[config.mk]
export PLATFORM = sky130hd
export DESIGN_NAME = multi_waveform_sample_generator
export DESIGN_NICKNAME = d
export VERILOG_FILES = /design/src/sv/mwsg_pkg.sv /design/src/sv/multi_waveform_sample_generator.sv /design/src/sv/mwsg_queue.sv /design/src/sv/mwsg_front.sv /design/src/sv/mwsg_back.sv
export SDC_FILE = /design/constraint.sdc
export NUM_CORES = 2
export LEC_CHECK = 0
export BUFFER_PORTS_ARGS = -buffer_cell sky130_fd_sc_hd__buf_4
export CELL_PAD_IN_SITES_DETAIL_PLACEMENT = 1
export CELL_PAD_IN_SITES_GLOBAL_PLACEMENT = 1
export CORE_MARGIN = 4
export CORE_UTILIZATION = 30
export DETAILED_ROUTE_END_ITERATION = 12
export PLACE_DENSITY = 0.57
export SYNTH_ARGS = -nofsm -noshare
export SYNTH_HDL_FRONTEND = slang
export SYNTH_SLANG_ARGS = --single-unit
[constraint.sdc]
create_clock -name clk -period 14.7 [get_ports clk]
set_clock_uncertainty 0.15 [all_clocks]
set_input_delay 4.41 -clock clk [delete_from_list [all_inputs] [get_ports clk]]
set_output_delay 4.41 -clock clk [all_outputs]
set_load 0.02 [all_outputs]
[src/sv/mwsg_pkg.sv]
// ---------------------------------------------------------------------------
// mwsg_pkg
// Types, codes and the sine table function of the waveform sample generator.
// ---------------------------------------------------------------------------
package mwsg_pkg;

  // Default parameter values
  localparam int unsigned SINE_DEPTH_DEF  = 1024;
  localparam int unsigned SAMPLE_BITS_DEF = 16;
  localparam int unsigned COUNT_BITS_DEF  = 20;

  // Depth of the request queue between front and back
  localparam int unsigned QUEUE_DEPTH = 2;

  // Waveform modes
  typedef enum logic [2:0] {
    MODE_SQUARE   = 3'd0,
    MODE_PWM      = 3'd1,
    MODE_SINE     = 3'd2,
    MODE_PHASE    = 3'd3,
    MODE_TRIANGLE = 3'd4,
    MODE_SAW      = 3'd5,
    MODE_INV_SAW  = 3'd6,
    MODE_PRBS     = 3'd7
  } wave_mode_t;

  // Configuration register indexes
  typedef enum logic [2:0] {
    CFG_WAVE_MODE  = 3'd0,
    CFG_AMPLITUDE  = 3'd1,
    CFG_PERIOD     = 3'd2,
    CFG_DUTY       = 3'd3,
    CFG_PHASE_STEP = 3'd4,
    CFG_RAMP_SLOPE = 3'd5
  } cfg_index_t;

  // Per-sample classification made by the front
  typedef struct packed {
    logic at_zero;     // count is 0
    logic at_half;     // count equals half period
    logic pwm_high;    // count is 0 and duty is non-zero
    logic at_duty;     // count equals duty
    logic below_half;  // count below half period
    logic below_duty;  // count below duty
  } flags_t;

  // Back sequencer states
  typedef enum logic [2:0] {
    BK_IDLE,
    BK_MUL,
    BK_LOOK,
    BK_SCALE,
    BK_FIN
  } bk_state_t;

  // Back datapath controls
  typedef struct packed {
    logic start;
    logic load_prod;
    logic scale_sel;
    logic load_off;
    logic commit;
  } bk_ctl_t;

  // Odd Taylor coefficients of sin(pi/2*t), Q30
  localparam longint unsigned TAYLOR_Q30 [5] = '{
    64'd1686629713, 64'd693598668, 64'd85569306, 64'd5026995, 64'd172272
  };
  localparam longint unsigned Q30_ONE = 64'd1 << 30;

  // Quarter-wave entry r of a table of 2^log2d entries, Q15 magnitude.
  // Evaluated at elaboration only.
  function automatic logic [14:0] quarter_q15(input int unsigned r,
                                              input int unsigned log2d);
    longint unsigned t;
    longint unsigned t2;
    longint unsigned p;
    longint unsigned q;
    t  = longint'(r) << (32 - log2d);
    t2 = (t * t) >> 30;
    p  = TAYLOR_Q30[4];
    p  = TAYLOR_Q30[3] - ((p * t2) >> 30);
    p  = TAYLOR_Q30[2] - ((p * t2) >> 30);
    p  = TAYLOR_Q30[1] - ((p * t2) >> 30);
    p  = TAYLOR_Q30[0] - ((p * t2) >> 30);
    p  = (p * t) >> 30;
    if (p > Q30_ONE) p = Q30_ONE;
    q  = (p * 64'd32767 + (64'd1 << 29)) >> 30;
    return q[14:0];
  endfunction

endpackage

[src/sv/multi_waveform_sample_generator.sv]
// ---------------------------------------------------------------------------
// multi_waveform_sample_generator
// Waveform synthesiser giving one DAC sample per running sample tick.
// ---------------------------------------------------------------------------
// Usage:
//   in_*  : sample ticks; in_tdata[0] is run. A tick with run low is taken
//           and dropped: no sample, no state change.
//   out_* : one 16-bit sample per tick with run high, in order.
//   cfg_* : register writes (mode, amplitude, period, duty, phase step,
//           ramp slope), only while no tick is in flight.
// Timing: the front classifies one tick per cycle into a two-entry request
//   queue while the queue has room. The back works through one request at
//   a time on one shared 32x32 multiplier: square, PWM and PRBS take the
//   finish step only, ramps the multiply and finish steps, sine and
//   phase-angle the phase multiply, table lookup, amplitude multiply and
//   finish steps.
// Stall: a held-off sample waits in the output register; the back stops
//   in its finish step and the queue fills, then in_tready drops.
// Reset: counter, held level and output valid clear, noise register goes to 1,
//   registers return to their defaults. No clearing pass; the sine table
//   is constant logic.
// ---------------------------------------------------------------------------
module multi_waveform_sample_generator #(
  parameter int unsigned SINE_TABLE_DEPTH = mwsg_pkg::SINE_DEPTH_DEF,
  parameter int unsigned SAMPLE_BITS      = mwsg_pkg::SAMPLE_BITS_DEF,
  parameter int unsigned COUNT_BITS       = mwsg_pkg::COUNT_BITS_DEF
) (
  input  logic        clk,
  input  logic        rst_n,
  input  logic        in_tvalid,
  output logic        in_tready,
  input  logic [7:0]  in_tdata,    // [0] run, [7:1] zero
  output logic        out_tvalid,
  input  logic        out_tready,
  output logic [15:0] out_tdata,   // [15:0] dac_sample
  input  logic        cfg_we,
  input  logic [2:0]  cfg_index,
  input  logic [31:0] cfg_wdata
);
  import mwsg_pkg::*;

  localparam int unsigned Q_W = COUNT_BITS + $bits(flags_t);

  wave_mode_t  wave_mode_r;
  logic [15:0] amplitude_r;
  logic [19:0] period_r;
  logic [19:0] duty_r;
  logic [31:0] phase_step_r;
  logic [31:0] ramp_slope_r;

  logic                  push_valid, push_ready;
  logic [COUNT_BITS-1:0] push_operand, pop_operand;
  flags_t                push_flags, pop_flags;
  logic                  pop_valid, pop_ready;
  logic [Q_W-1:0]        pop_data;

  // Configuration registers
  always_ff @(posedge clk) begin
    if (!rst_n) begin
      wave_mode_r  <= MODE_SQUARE;
      amplitude_r  <= '0;
      period_r     <= 20'd1;
      duty_r       <= '0;
      phase_step_r <= '0;
      ramp_slope_r <= '0;
    end else if (cfg_we) begin
      case (cfg_index)
        CFG_WAVE_MODE:  wave_mode_r  <= wave_mode_t'(cfg_wdata[2:0]);
        CFG_AMPLITUDE:  amplitude_r  <= cfg_wdata[15:0];
        CFG_PERIOD:     period_r     <= cfg_wdata[19:0];
        CFG_DUTY:       duty_r       <= cfg_wdata[19:0];
        CFG_PHASE_STEP: phase_step_r <= cfg_wdata;
        CFG_RAMP_SLOPE: ramp_slope_r <= cfg_wdata;
        default:        ;
      endcase
    end
  end

  mwsg_front #(
    .COUNT_BITS (COUNT_BITS)
  ) u_front (
    .clk            (clk),
    .rst_n          (rst_n),
    .wave_mode      (wave_mode_r),
    .period_samples (period_r),
    .duty_samples   (duty_r),
    .in_tvalid      (in_tvalid),
    .in_tready      (in_tready),
    .run            (in_tdata[0]),
    .push_valid     (push_valid),
    .push_ready     (push_ready),
    .push_operand   (push_operand),
    .push_flags     (push_flags)
  );

  mwsg_queue #(
    .WIDTH (Q_W)
  ) u_queue (
    .clk        (clk),
    .rst_n      (rst_n),
    .push_valid (push_valid),
    .push_ready (push_ready),
    .push_data  ({push_flags, push_operand}),
    .pop_valid  (pop_valid),
    .pop_ready  (pop_ready),
    .pop_data   (pop_data)
  );

  assign pop_operand = pop_data[COUNT_BITS-1:0];
  assign pop_flags   = flags_t'(pop_data[Q_W-1:COUNT_BITS]);

  mwsg_back #(
    .SINE_TABLE_DEPTH (SINE_TABLE_DEPTH),
    .SAMPLE_BITS      (SAMPLE_BITS),
    .COUNT_BITS       (COUNT_BITS)
  ) u_back (
    .clk        (clk),
    .rst_n      (rst_n),
    .wave_mode  (wave_mode_r),
    .amplitude  (amplitude_r),
    .phase_step (phase_step_r),
    .ramp_slope (ramp_slope_r),
    .q_valid    (pop_valid),
    .q_pop      (pop_ready),
    .q_operand  (pop_operand),
    .q_flags    (pop_flags),
    .out_tvalid (out_tvalid),
    .out_tready (out_tready),
    .out_tdata  (out_tdata)
  );

endmodule

[src/sv/mwsg_queue.sv]
// ---------------------------------------------------------------------------
// mwsg_queue
// Short register queue decoupling the front from the back.
// ---------------------------------------------------------------------------
module mwsg_queue #(
  parameter int unsigned WIDTH = 8
) (
  input  logic             clk,
  input  logic             rst_n,
  input  logic             push_valid,
  output logic             push_ready,
  input  logic [WIDTH-1:0] push_data,
  output logic             pop_valid,
  input  logic             pop_ready,
  output logic [WIDTH-1:0] pop_data
);
  import mwsg_pkg::*;

  localparam int unsigned PTR_W = (QUEUE_DEPTH > 1) ? $clog2(QUEUE_DEPTH) : 1;
  localparam int unsigned CNT_W = $clog2(QUEUE_DEPTH + 1);

  logic [WIDTH-1:0] slot_r [QUEUE_DEPTH];
  logic [PTR_W-1:0] wr_ptr_r, wr_ptr_nxt;
  logic [PTR_W-1:0] rd_ptr_r, rd_ptr_nxt;
  logic [CNT_W-1:0] count_r, count_nxt;
  logic             do_push, do_pop;

  assign push_ready = (count_r != CNT_W'(QUEUE_DEPTH));
  assign pop_valid  = (count_r != '0);
  assign pop_data   = slot_r[rd_ptr_r];
  assign do_push    = push_valid && push_ready;
  assign do_pop     = pop_ready && pop_valid;

  // Pointer and fill count update
  always_comb begin
    wr_ptr_nxt = wr_ptr_r;
    rd_ptr_nxt = rd_ptr_r;
    count_nxt  = count_r;
    if (do_push) begin
      wr_ptr_nxt = (wr_ptr_r == PTR_W'(QUEUE_DEPTH - 1)) ? '0 : wr_ptr_r + PTR_W'(1);
    end
    if (do_pop) begin
      rd_ptr_nxt = (rd_ptr_r == PTR_W'(QUEUE_DEPTH - 1)) ? '0 : rd_ptr_r + PTR_W'(1);
    end
    if (do_push && !do_pop) begin
      count_nxt = count_r + CNT_W'(1);
    end else if (do_pop && !do_push) begin
      count_nxt = count_r - CNT_W'(1);
    end
  end

  always_ff @(posedge clk) begin
    if (!rst_n) begin
      wr_ptr_r <= '0;
      rd_ptr_r <= '0;
      count_r  <= '0;
    end else begin
      wr_ptr_r <= wr_ptr_nxt;
      rd_ptr_r <= rd_ptr_nxt;
      count_r  <= count_nxt;
    end
  end

  // Storage
  always_ff @(posedge clk) begin
    if (do_push) slot_r[wr_ptr_r] <= push_data;
  end

endmodule

[src/sv/mwsg_front.sv]
// ---------------------------------------------------------------------------
// mwsg_front
// Accepts sample ticks, drops stopped ones, classifies the sample count and
// advances the wrapping counter.
// ---------------------------------------------------------------------------
module mwsg_front #(
  parameter int unsigned COUNT_BITS = mwsg_pkg::COUNT_BITS_DEF
) (
  input  logic                  clk,
  input  logic                  rst_n,
  input  mwsg_pkg::wave_mode_t  wave_mode,
  input  logic [19:0]           period_samples,
  input  logic [19:0]           duty_samples,
  input  logic                  in_tvalid,
  output logic                  in_tready,
  input  logic                  run,
  output logic                  push_valid,
  input  logic                  push_ready,
  output logic [COUNT_BITS-1:0] push_operand,
  output mwsg_pkg::flags_t      push_flags
);
  import mwsg_pkg::*;

  localparam int unsigned CMP_W = (COUNT_BITS > 20) ? COUNT_BITS : 20;

  logic [COUNT_BITS-1:0] sample_index_r, sample_index_nxt;
  logic [COUNT_BITS-1:0] index_inc;
  logic [CMP_W-1:0]      idx_w, half_w, duty_w, period_w;
  logic                  do_push;

  assign in_tready = push_ready;
  assign do_push   = in_tvalid && push_ready && run;
  assign push_valid = do_push;

  assign idx_w    = CMP_W'(sample_index_r);
  assign half_w   = CMP_W'(period_samples >> 1);
  assign duty_w   = CMP_W'(duty_samples);
  assign period_w = CMP_W'(period_samples);

  // Edge and region classification of the current count
  always_comb begin
    push_flags.at_zero    = (sample_index_r == '0);
    push_flags.at_half    = (idx_w == half_w);
    push_flags.pwm_high   = (sample_index_r == '0) && (duty_samples != '0);
    push_flags.at_duty    = (idx_w == duty_w);
    push_flags.below_half = (idx_w < half_w);
    push_flags.below_duty = (idx_w < duty_w);
  end

  // Multiplier operand: falling half of the triangle counts from half
  always_comb begin
    if (wave_mode == MODE_TRIANGLE && !(idx_w < half_w)) begin
      push_operand = COUNT_BITS'(idx_w - half_w);
    end else begin
      push_operand = sample_index_r;
    end
  end

  // Counter advance with wrap at the period
  assign index_inc = sample_index_r + COUNT_BITS'(1);
  always_comb begin
    sample_index_nxt = sample_index_r;
    if (do_push) begin
      sample_index_nxt = (CMP_W'(index_inc) >= period_w) ? '0 : index_inc;
    end
  end

  always_ff @(posedge clk) begin
    if (!rst_n) begin
      sample_index_r <= '0;
    end else begin
      sample_index_r <= sample_index_nxt;
    end
  end

endmodule

[src/sv/mwsg_back.sv]
// ---------------------------------------------------------------------------
// mwsg_back
// Computes each queued sample over a shared multiplier and the quarter-wave
// sine table, updates the held level and noise register, and registers the
// result.
// ---------------------------------------------------------------------------
module mwsg_back #(
  parameter int unsigned SINE_TABLE_DEPTH = mwsg_pkg::SINE_DEPTH_DEF,
  parameter int unsigned SAMPLE_BITS      = mwsg_pkg::SAMPLE_BITS_DEF,
  parameter int unsigned COUNT_BITS       = mwsg_pkg::COUNT_BITS_DEF
) (
  input  logic                  clk,
  input  logic                  rst_n,
  input  mwsg_pkg::wave_mode_t  wave_mode,
  input  logic [15:0]           amplitude,
  input  logic [31:0]           phase_step,
  input  logic [31:0]           ramp_slope,
  input  logic                  q_valid,
  output logic                  q_pop,
  input  logic [COUNT_BITS-1:0] q_operand,
  input  mwsg_pkg::flags_t      q_flags,
  output logic                  out_tvalid,
  input  logic                  out_tready,
  output logic [15:0]           out_tdata
);
  import mwsg_pkg::*;

  localparam int unsigned LOG2D = $clog2(SINE_TABLE_DEPTH);
  localparam int unsigned QTR   = SINE_TABLE_DEPTH / 4;
  localparam int unsigned QW    = LOG2D - 2;
  localparam logic [14:0] PEAK  = quarter_q15(QTR, LOG2D);
  localparam logic [15:0] SAMPLE_MAX = 16'((32'd1 << SAMPLE_BITS) - 32'd1);
  localparam logic [15:0] OFFSET_MID = 16'h8000;

  bk_state_t             state_r, state_nxt, entry_state;
  bk_ctl_t               ctl;
  logic [COUNT_BITS-1:0] operand_r;
  flags_t                flags_r;
  logic [63:0]           prod_r;
  logic [15:0]           off_r, off_nxt;
  logic [15:0]           held_r, held_nxt;
  logic [30:0]           lfsr_r, lfsr_nxt;
  logic                  out_valid_r, out_valid_nxt;
  logic [15:0]           out_data_r;

  logic [15:0]    amp_sat;
  logic           needs_mul, is_sine;
  logic [31:0]    mul_a, mul_b;
  logic [LOG2D-1:0] addr;
  logic [1:0]     quad;
  logic [QW-1:0]  qidx, qidx_mir;
  logic [14:0]    mag;
  logic [14:0]    qtab [QTR];
  logic [48:0]    sh_sel;
  logic [15:0]    term, diff;
  logic           fb;

  // Quarter-wave sine magnitudes, constant logic
  for (genvar g = 0; g < QTR; g++) begin : g_qtab
    assign qtab[g] = quarter_q15(g, LOG2D);
  end

  assign amp_sat   = (amplitude > SAMPLE_MAX) ? SAMPLE_MAX : amplitude;
  assign needs_mul = wave_mode inside {MODE_SINE, MODE_PHASE, MODE_TRIANGLE,
                                       MODE_SAW, MODE_INV_SAW};
  assign is_sine   = wave_mode inside {MODE_SINE, MODE_PHASE};
  assign entry_state = needs_mul ? BK_MUL : BK_FIN;

  // Sequencer outputs
  always_comb begin
    ctl = '0;
    case (state_r)
      BK_IDLE:  ;
      BK_MUL:   ctl.load_prod = 1'b1;
      BK_LOOK:  ctl.load_off = 1'b1;
      BK_SCALE: begin
        ctl.load_prod = 1'b1;
        ctl.scale_sel = 1'b1;
      end
      BK_FIN:   ctl.commit = !out_valid_r || out_tready;
      default:  ;
    endcase
    ctl.start = q_valid && ((state_r == BK_IDLE) || ctl.commit);
  end

  // Sequencer next state
  always_comb begin
    state_nxt = state_r;
    case (state_r)
      BK_IDLE:  if (ctl.start) state_nxt = entry_state;
      BK_MUL:   state_nxt = is_sine ? BK_LOOK : BK_FIN;
      BK_LOOK:  state_nxt = BK_SCALE;
      BK_SCALE: state_nxt = BK_FIN;
      BK_FIN: begin
        if (ctl.commit) state_nxt = ctl.start ? entry_state : BK_IDLE;
      end
      default:  state_nxt = BK_IDLE;
    endcase
  end

  assign q_pop = ctl.start;

  // Shared multiplier operands
  always_comb begin
    if (ctl.scale_sel) begin
      mul_a = 32'(off_r);
      mul_b = 32'(amp_sat >> 1);
    end else begin
      mul_a = 32'(operand_r);
      mul_b = is_sine ? phase_step : ramp_slope;
    end
  end

  // Table lookup from the phase word, with quarter-wave folding
  assign addr     = prod_r[31 -: LOG2D];
  assign quad     = addr[LOG2D-1 -: 2];
  assign qidx     = addr[QW-1:0];
  assign qidx_mir = ~qidx + QW'(1);
  always_comb begin
    if (quad[0]) begin
      mag = (qidx == '0) ? PEAK : qtab[qidx_mir];
    end else begin
      mag = qtab[qidx];
    end
    off_nxt = quad[1] ? (OFFSET_MID - {1'b0, mag}) : (OFFSET_MID + {1'b0, mag});
  end

  // Saturated product term and its difference from the amplitude
  always_comb begin
    if (wave_mode == MODE_SAW || wave_mode == MODE_INV_SAW) begin
      sh_sel = {1'b0, prod_r[63:16]};
    end else begin
      sh_sel = prod_r[63:15];
    end
    term = (sh_sel > 49'(SAMPLE_MAX)) ? SAMPLE_MAX : sh_sel[15:0];
    diff = (term >= amp_sat) ? 16'd0 : amp_sat - term;
  end

  // Noise register step
  assign fb       = lfsr_r[30] ^ lfsr_r[27];
  assign lfsr_nxt = {lfsr_r[29:0], fb};

  // Sample level by mode
  always_comb begin
    held_nxt = held_r;
    case (wave_mode)
      MODE_SQUARE: begin
        if (flags_r.at_zero)      held_nxt = amp_sat;
        else if (flags_r.at_half) held_nxt = 16'd0;
      end
      MODE_PWM: begin
        if (flags_r.pwm_high)     held_nxt = amp_sat;
        else if (flags_r.at_duty) held_nxt = 16'd0;
      end
      MODE_SINE:     held_nxt = term;
      MODE_PHASE:    held_nxt = flags_r.below_duty ? 16'd0 : term;
      MODE_TRIANGLE: held_nxt = flags_r.below_half ? term : diff;
      MODE_SAW:      held_nxt = term;
      MODE_INV_SAW:  held_nxt = diff;
      MODE_PRBS:     held_nxt = fb ? amp_sat : 16'd0;
      default:       held_nxt = held_r;
    endcase
  end

  // Output register
  always_comb begin
    if (ctl.commit)      out_valid_nxt = 1'b1;
    else if (out_tready) out_valid_nxt = 1'b0;
    else                 out_valid_nxt = out_valid_r;
  end

  assign out_tvalid = out_valid_r;
  assign out_tdata  = out_data_r;

  // Control state
  always_ff @(posedge clk) begin
    if (!rst_n) begin
      state_r     <= BK_IDLE;
      out_valid_r <= 1'b0;
      held_r      <= '0;
      lfsr_r      <= 31'd1;
    end else begin
      state_r     <= state_nxt;
      out_valid_r <= out_valid_nxt;
      if (ctl.commit) begin
        held_r <= held_nxt;
        if (wave_mode == MODE_PRBS) lfsr_r <= lfsr_nxt;
      end
    end
  end

  // Datapath registers
  always_ff @(posedge clk) begin
    if (ctl.start) begin
      operand_r <= q_operand;
      flags_r   <= q_flags;
    end
    if (ctl.load_prod) prod_r <= 64'(mul_a) * 64'(mul_b);
    if (ctl.load_off)  off_r <= off_nxt;
    if (ctl.commit)    out_data_r <= held_nxt;
  end

endmodule

==> impl_metrics.csv <==
group,metric,value,unit
clock_network,clockRootBuffer,"clkbuf_16",
detailed_routing,drcViolationCount,0,
synthesis,synth_nets,6424,
synthesis,netlist_top_cells_area,"fa_1 (24%), edfxtp_1 (9.7%), dfxtp_1 (8.7%)",
setup_path,cp_common_cell,"fa_1",
detailed_routing,drtIter0Drc,3364,
synthesis,synthAdderAreaFrac,31.6,%
detailed_routing,final_antenna_net_count,0,
detailed_routing,dr.pass1.iters,5,
synthesis,ys_types,99,
synthesis,synth_warnings,0,
clock_network,clk_path_buf_depth,3,
layout,fillers,17868,
synthesis,ys_seq_area_share,18.5,%
setup_path,crit_arrival,10.50,ns
clock_network,hold_buffers,0,
clock_network,clock_sinks,345,
setup_path,cp.required,14.85,ns
synthesis,synth.area.mux_share,3.04,%
grt,grt_pass1_wl,283000,um
sta,final.setup.tns,0,ns
placement,gp_congestion,0.931,
sta,slew_viol_final,0,
die,fp.dieArea,158000,um2
setup_path,slowest_delay,0.88,ns
synthesis,synth_top_family_by_area,"adder cells",
sta,setup_viol_count_final,0,
power_and_ir_drop,p_leak,21.3,nW
setup_path,startpoint_type,"flip-flop",
grt,grtUsageTotal,23.6,%
die,die_x,397,um
status,outcome,"completed",
layout,fin_nets,6283,
placement,dp_slack,4.52,ns
die,start_util,30.2,%
detailed_routing,wl,189000,um
layout,fin_util,32.8,%
setup_path,cp.buffers_inverters,5,
sta,period_share,70.4,%
grt,first_global_vias,42657,
placement,numPortBuffers,58,
synthesis,async_reset_ff_share,0,%
grt,grt_remaining_overflow,0,
clock_network,cts_inserted_buffers,42,
synthesis,synth_compound_area_share,17.0,%
detailed_routing,vias,40817,
min_path,hp-class,"flip-flop to flip-flop",
synthesis,netlist_area,45400,um2
job,maxCapViolCount,0,
setup_path,timing_worst_setup_path_type,"flip-flop to flip-flop",
die,die_y,397,um
synthesis,synth-seq-cells,345,
synthesis,synth-simple-area-share,18.9,%
detailed_routing,post_drt_wl_per_cell,25.3,um
synthesis,synth_top_area_share,23.8,%
clock_network,insertion_delay,0.59,ns
setup_path,end_kind,"flip-flop",
setup_path,crit_family,"adder cells",
placement,dpl.hpwl,140000,um
detailed_routing,routed_via_density,5.47,
clock_network,cts_setup_buffers,0,
sta,relSlewSlack,20.5,%
synthesis,syn_avg_cell_area,8.17,um2
synthesis,synthXorXnorAreaFrac,2.37,%
clock_network,clk_pin_slew,0.06,ns
layout,drive_gt1_share,7.07,%
clock_network,cts_resized,0,
power_and_ir_drop,ir_worst_vdd,0.000150,V
grt,antenna_found_initial,4,
sta,clock.fmax,96.6,MHz
synthesis,synth.largest_area_cell,"fa_1",
synthesis,synth_edf_count,147,
sta,grt_setup_unrepaired,"false",
power_and_ir_drop,pwr_density_cell,74.3,nW/um2
sta,setup_slack,4.35,ns
grt,grt_max_degree,103,
synthesis,synth_ff_type,"dfxtp_1",
sta,tightestPinTransition,1.16,ns
die,ios,66,
setup_path,slowest_stage,"a21oi_1",
setup_path,critPathMaxFanout,26,
sta,fin_crit,10.35,ns
die,core,150000,um2
sta,hold_viol_final,0,
die,fp-row-count,142,
layout,areaGrowthSynthToFinish,8.66,%
clock_network,cts_tree,"built",
synthesis,syn_inst,5554,
clock_network,htreeDepth,2,
path summary, 6_finish.rpt:
| kind | start | cells past startpoint | slack (ns) | end |
|---|---|---|---|---|
| max | wave_mode_r[2]$_SDFFE_PN0P_ | 29 | 4.35 | u_back.prod_r[47]$_DFFE_PP_ |
| min reg2reg | u_back.lfsr_r[2]$_SDFFE_PN0P_ | 2 | 0.30 | u_back.lfsr_r[3]$_SDFFE_PN0P_ |
| min | u_back.lfsr_r[2]$_SDFFE_PN0P_ | 2 | 0.30 | u_back.lfsr_r[3]$_SDFFE_PN0P_ |
| max reg2reg | wave_mode_r[2]$_SDFFE_PN0P_ | 29 | 4.35 | u_back.prod_r[47]$_DFFE_PP_ |
cell type report:
class | instances | area, um2 | share of cell area (%)
clock buffers | 55 | 1130 | 2.29
flip-flops and latches | 345 | 8380 | 17.0
clock inverters | 23 | 219 | 0.444
repair buffers | 187 | 1420 | 2.87
inverters | 644 | 2420 | 4.91
diodes | 2 | 5.00 | 0.0101
well taps | 2016 | 2520 | 5.11
multi-input cells | 4193 | 33200 | 67.4
Yosys cell counts (all sizes together), types with 12 or more instances:
master   instances
a2111oi         15
a211o           12
a211oi          47
a21o            54
a21oi          440
a221o           21
a221oi          40
a22oi           16
a311oi          34
a31oi           47
and2           105
and3            31
buf            127
clkbuf         245
dfxtp          198
edfxtp         147
fa             540
ha             282
inv            640
mux2            41
mux2i           69
nand2          942
nand2b          68
nand3           79
nand4           18
nor2           457
nor2b           55
nor3            69
nor3b           19
nor4            23
o2111ai         14
o211ai          41
o21a            25
o21ai          207
o221ai          18
o22ai           26
o311ai          24
o31ai           23
or2             27
or3             12
xnor2           86
xor2            34
worst reg2reg max path: cells and delay by family (launching register included):
| kind | cells | cell delay [ns] |
|---|---|---|
| flip-flops | 1 | 0.58 |
| AND/OR/NAND/NOR | 4 | 0.75 |
| adder cells (fa/ha/maj) | 8 | 3.92 |
| XOR/XNOR | 1 | 0.12 |
| buffers and inverters | 5 | 0.79 |
| AO/OA/AOI/OAI | 11 | 3.74 |
cell usage in the layout, fill, tap and decap left out, types with 34 or more instances in the layout:
cell,n
inv_1,637
a221oi_1,40
nor2_1,451
xnor2_1,81
nand3_1,79
a211oi_1,46
o21ai_0,191
o211ai_1,41
and2_1,103
a21o_1,54
buf_4,186
edfxtp_1,147
nand2b_1,66
a21oi_1,440
mux2i_1,60
nand2_1,939
xor2_1,34
a31oi_1,46
nor3_1,67
fa_1,540
dfxtp_1,198
clkbuf_16,43
mux2_2,41
nor2b_1,52
ha_1,281
metal layers:
metal	track usage, %	routed length [um]	vias to the layer above
li1	-	-	18280
met1	33.8	86900	20881
met2	36.5	82300	1382
met3	3.88	13100	270
met4	6.99	6230	4
met5	0	26	-
state kept, by name (all words and copies together) (netlist names), 2 cells and up:
register and flops:
u_queue.count_r 2, u_back.off_r 16, duty_r 20, u_back.state_r 3, u_back.out_tdata 16, period_r 20
u_back.flags_r 6, u_back.operand_r 20, u_front.idx_w 20, amplitude_r 16, u_back.held_r 16, ramp_slope_r 32
u_back.prod_r 37, phase_step_r 32, wave_mode_r 3, u_back.lfsr_r 31, u_queue.slot_r 52
metrics by stage:
stage	cell area [um2]	total power [mW]	cells	hold WS (ns)
5_1_grt	49300	3.86	7463	0.316
2_1_floorplan	45400	2.00	5554	0.282
3_3_place_gp	48000	2.63	7385	0.287
4_1_cts	49300	3.70	7463	0.299
3_5_place_dp	48000	2.64	7385	0.294
6_report	49300	3.67	7465	0.298
power breakdown:
group	internal [mW]	switching, mW
combinational	0.432	1.03
clock	0.587	0.443
sequential	1.11	0.0728
total	2.13	1.54
cell families after synthesis:
| family | count (synthesis) |
|---|---|
| muxes | 120 |
| and+or+nand+nor | 1936 |
| DFF | 345 |
| AOI/OAI and AO/OA | 1195 |
| xor gates and xnor gates | 120 |
| buffers and inverters | 1016 |
| adders and majority gates | 822 |
Power figures use the tool's default switching activity.
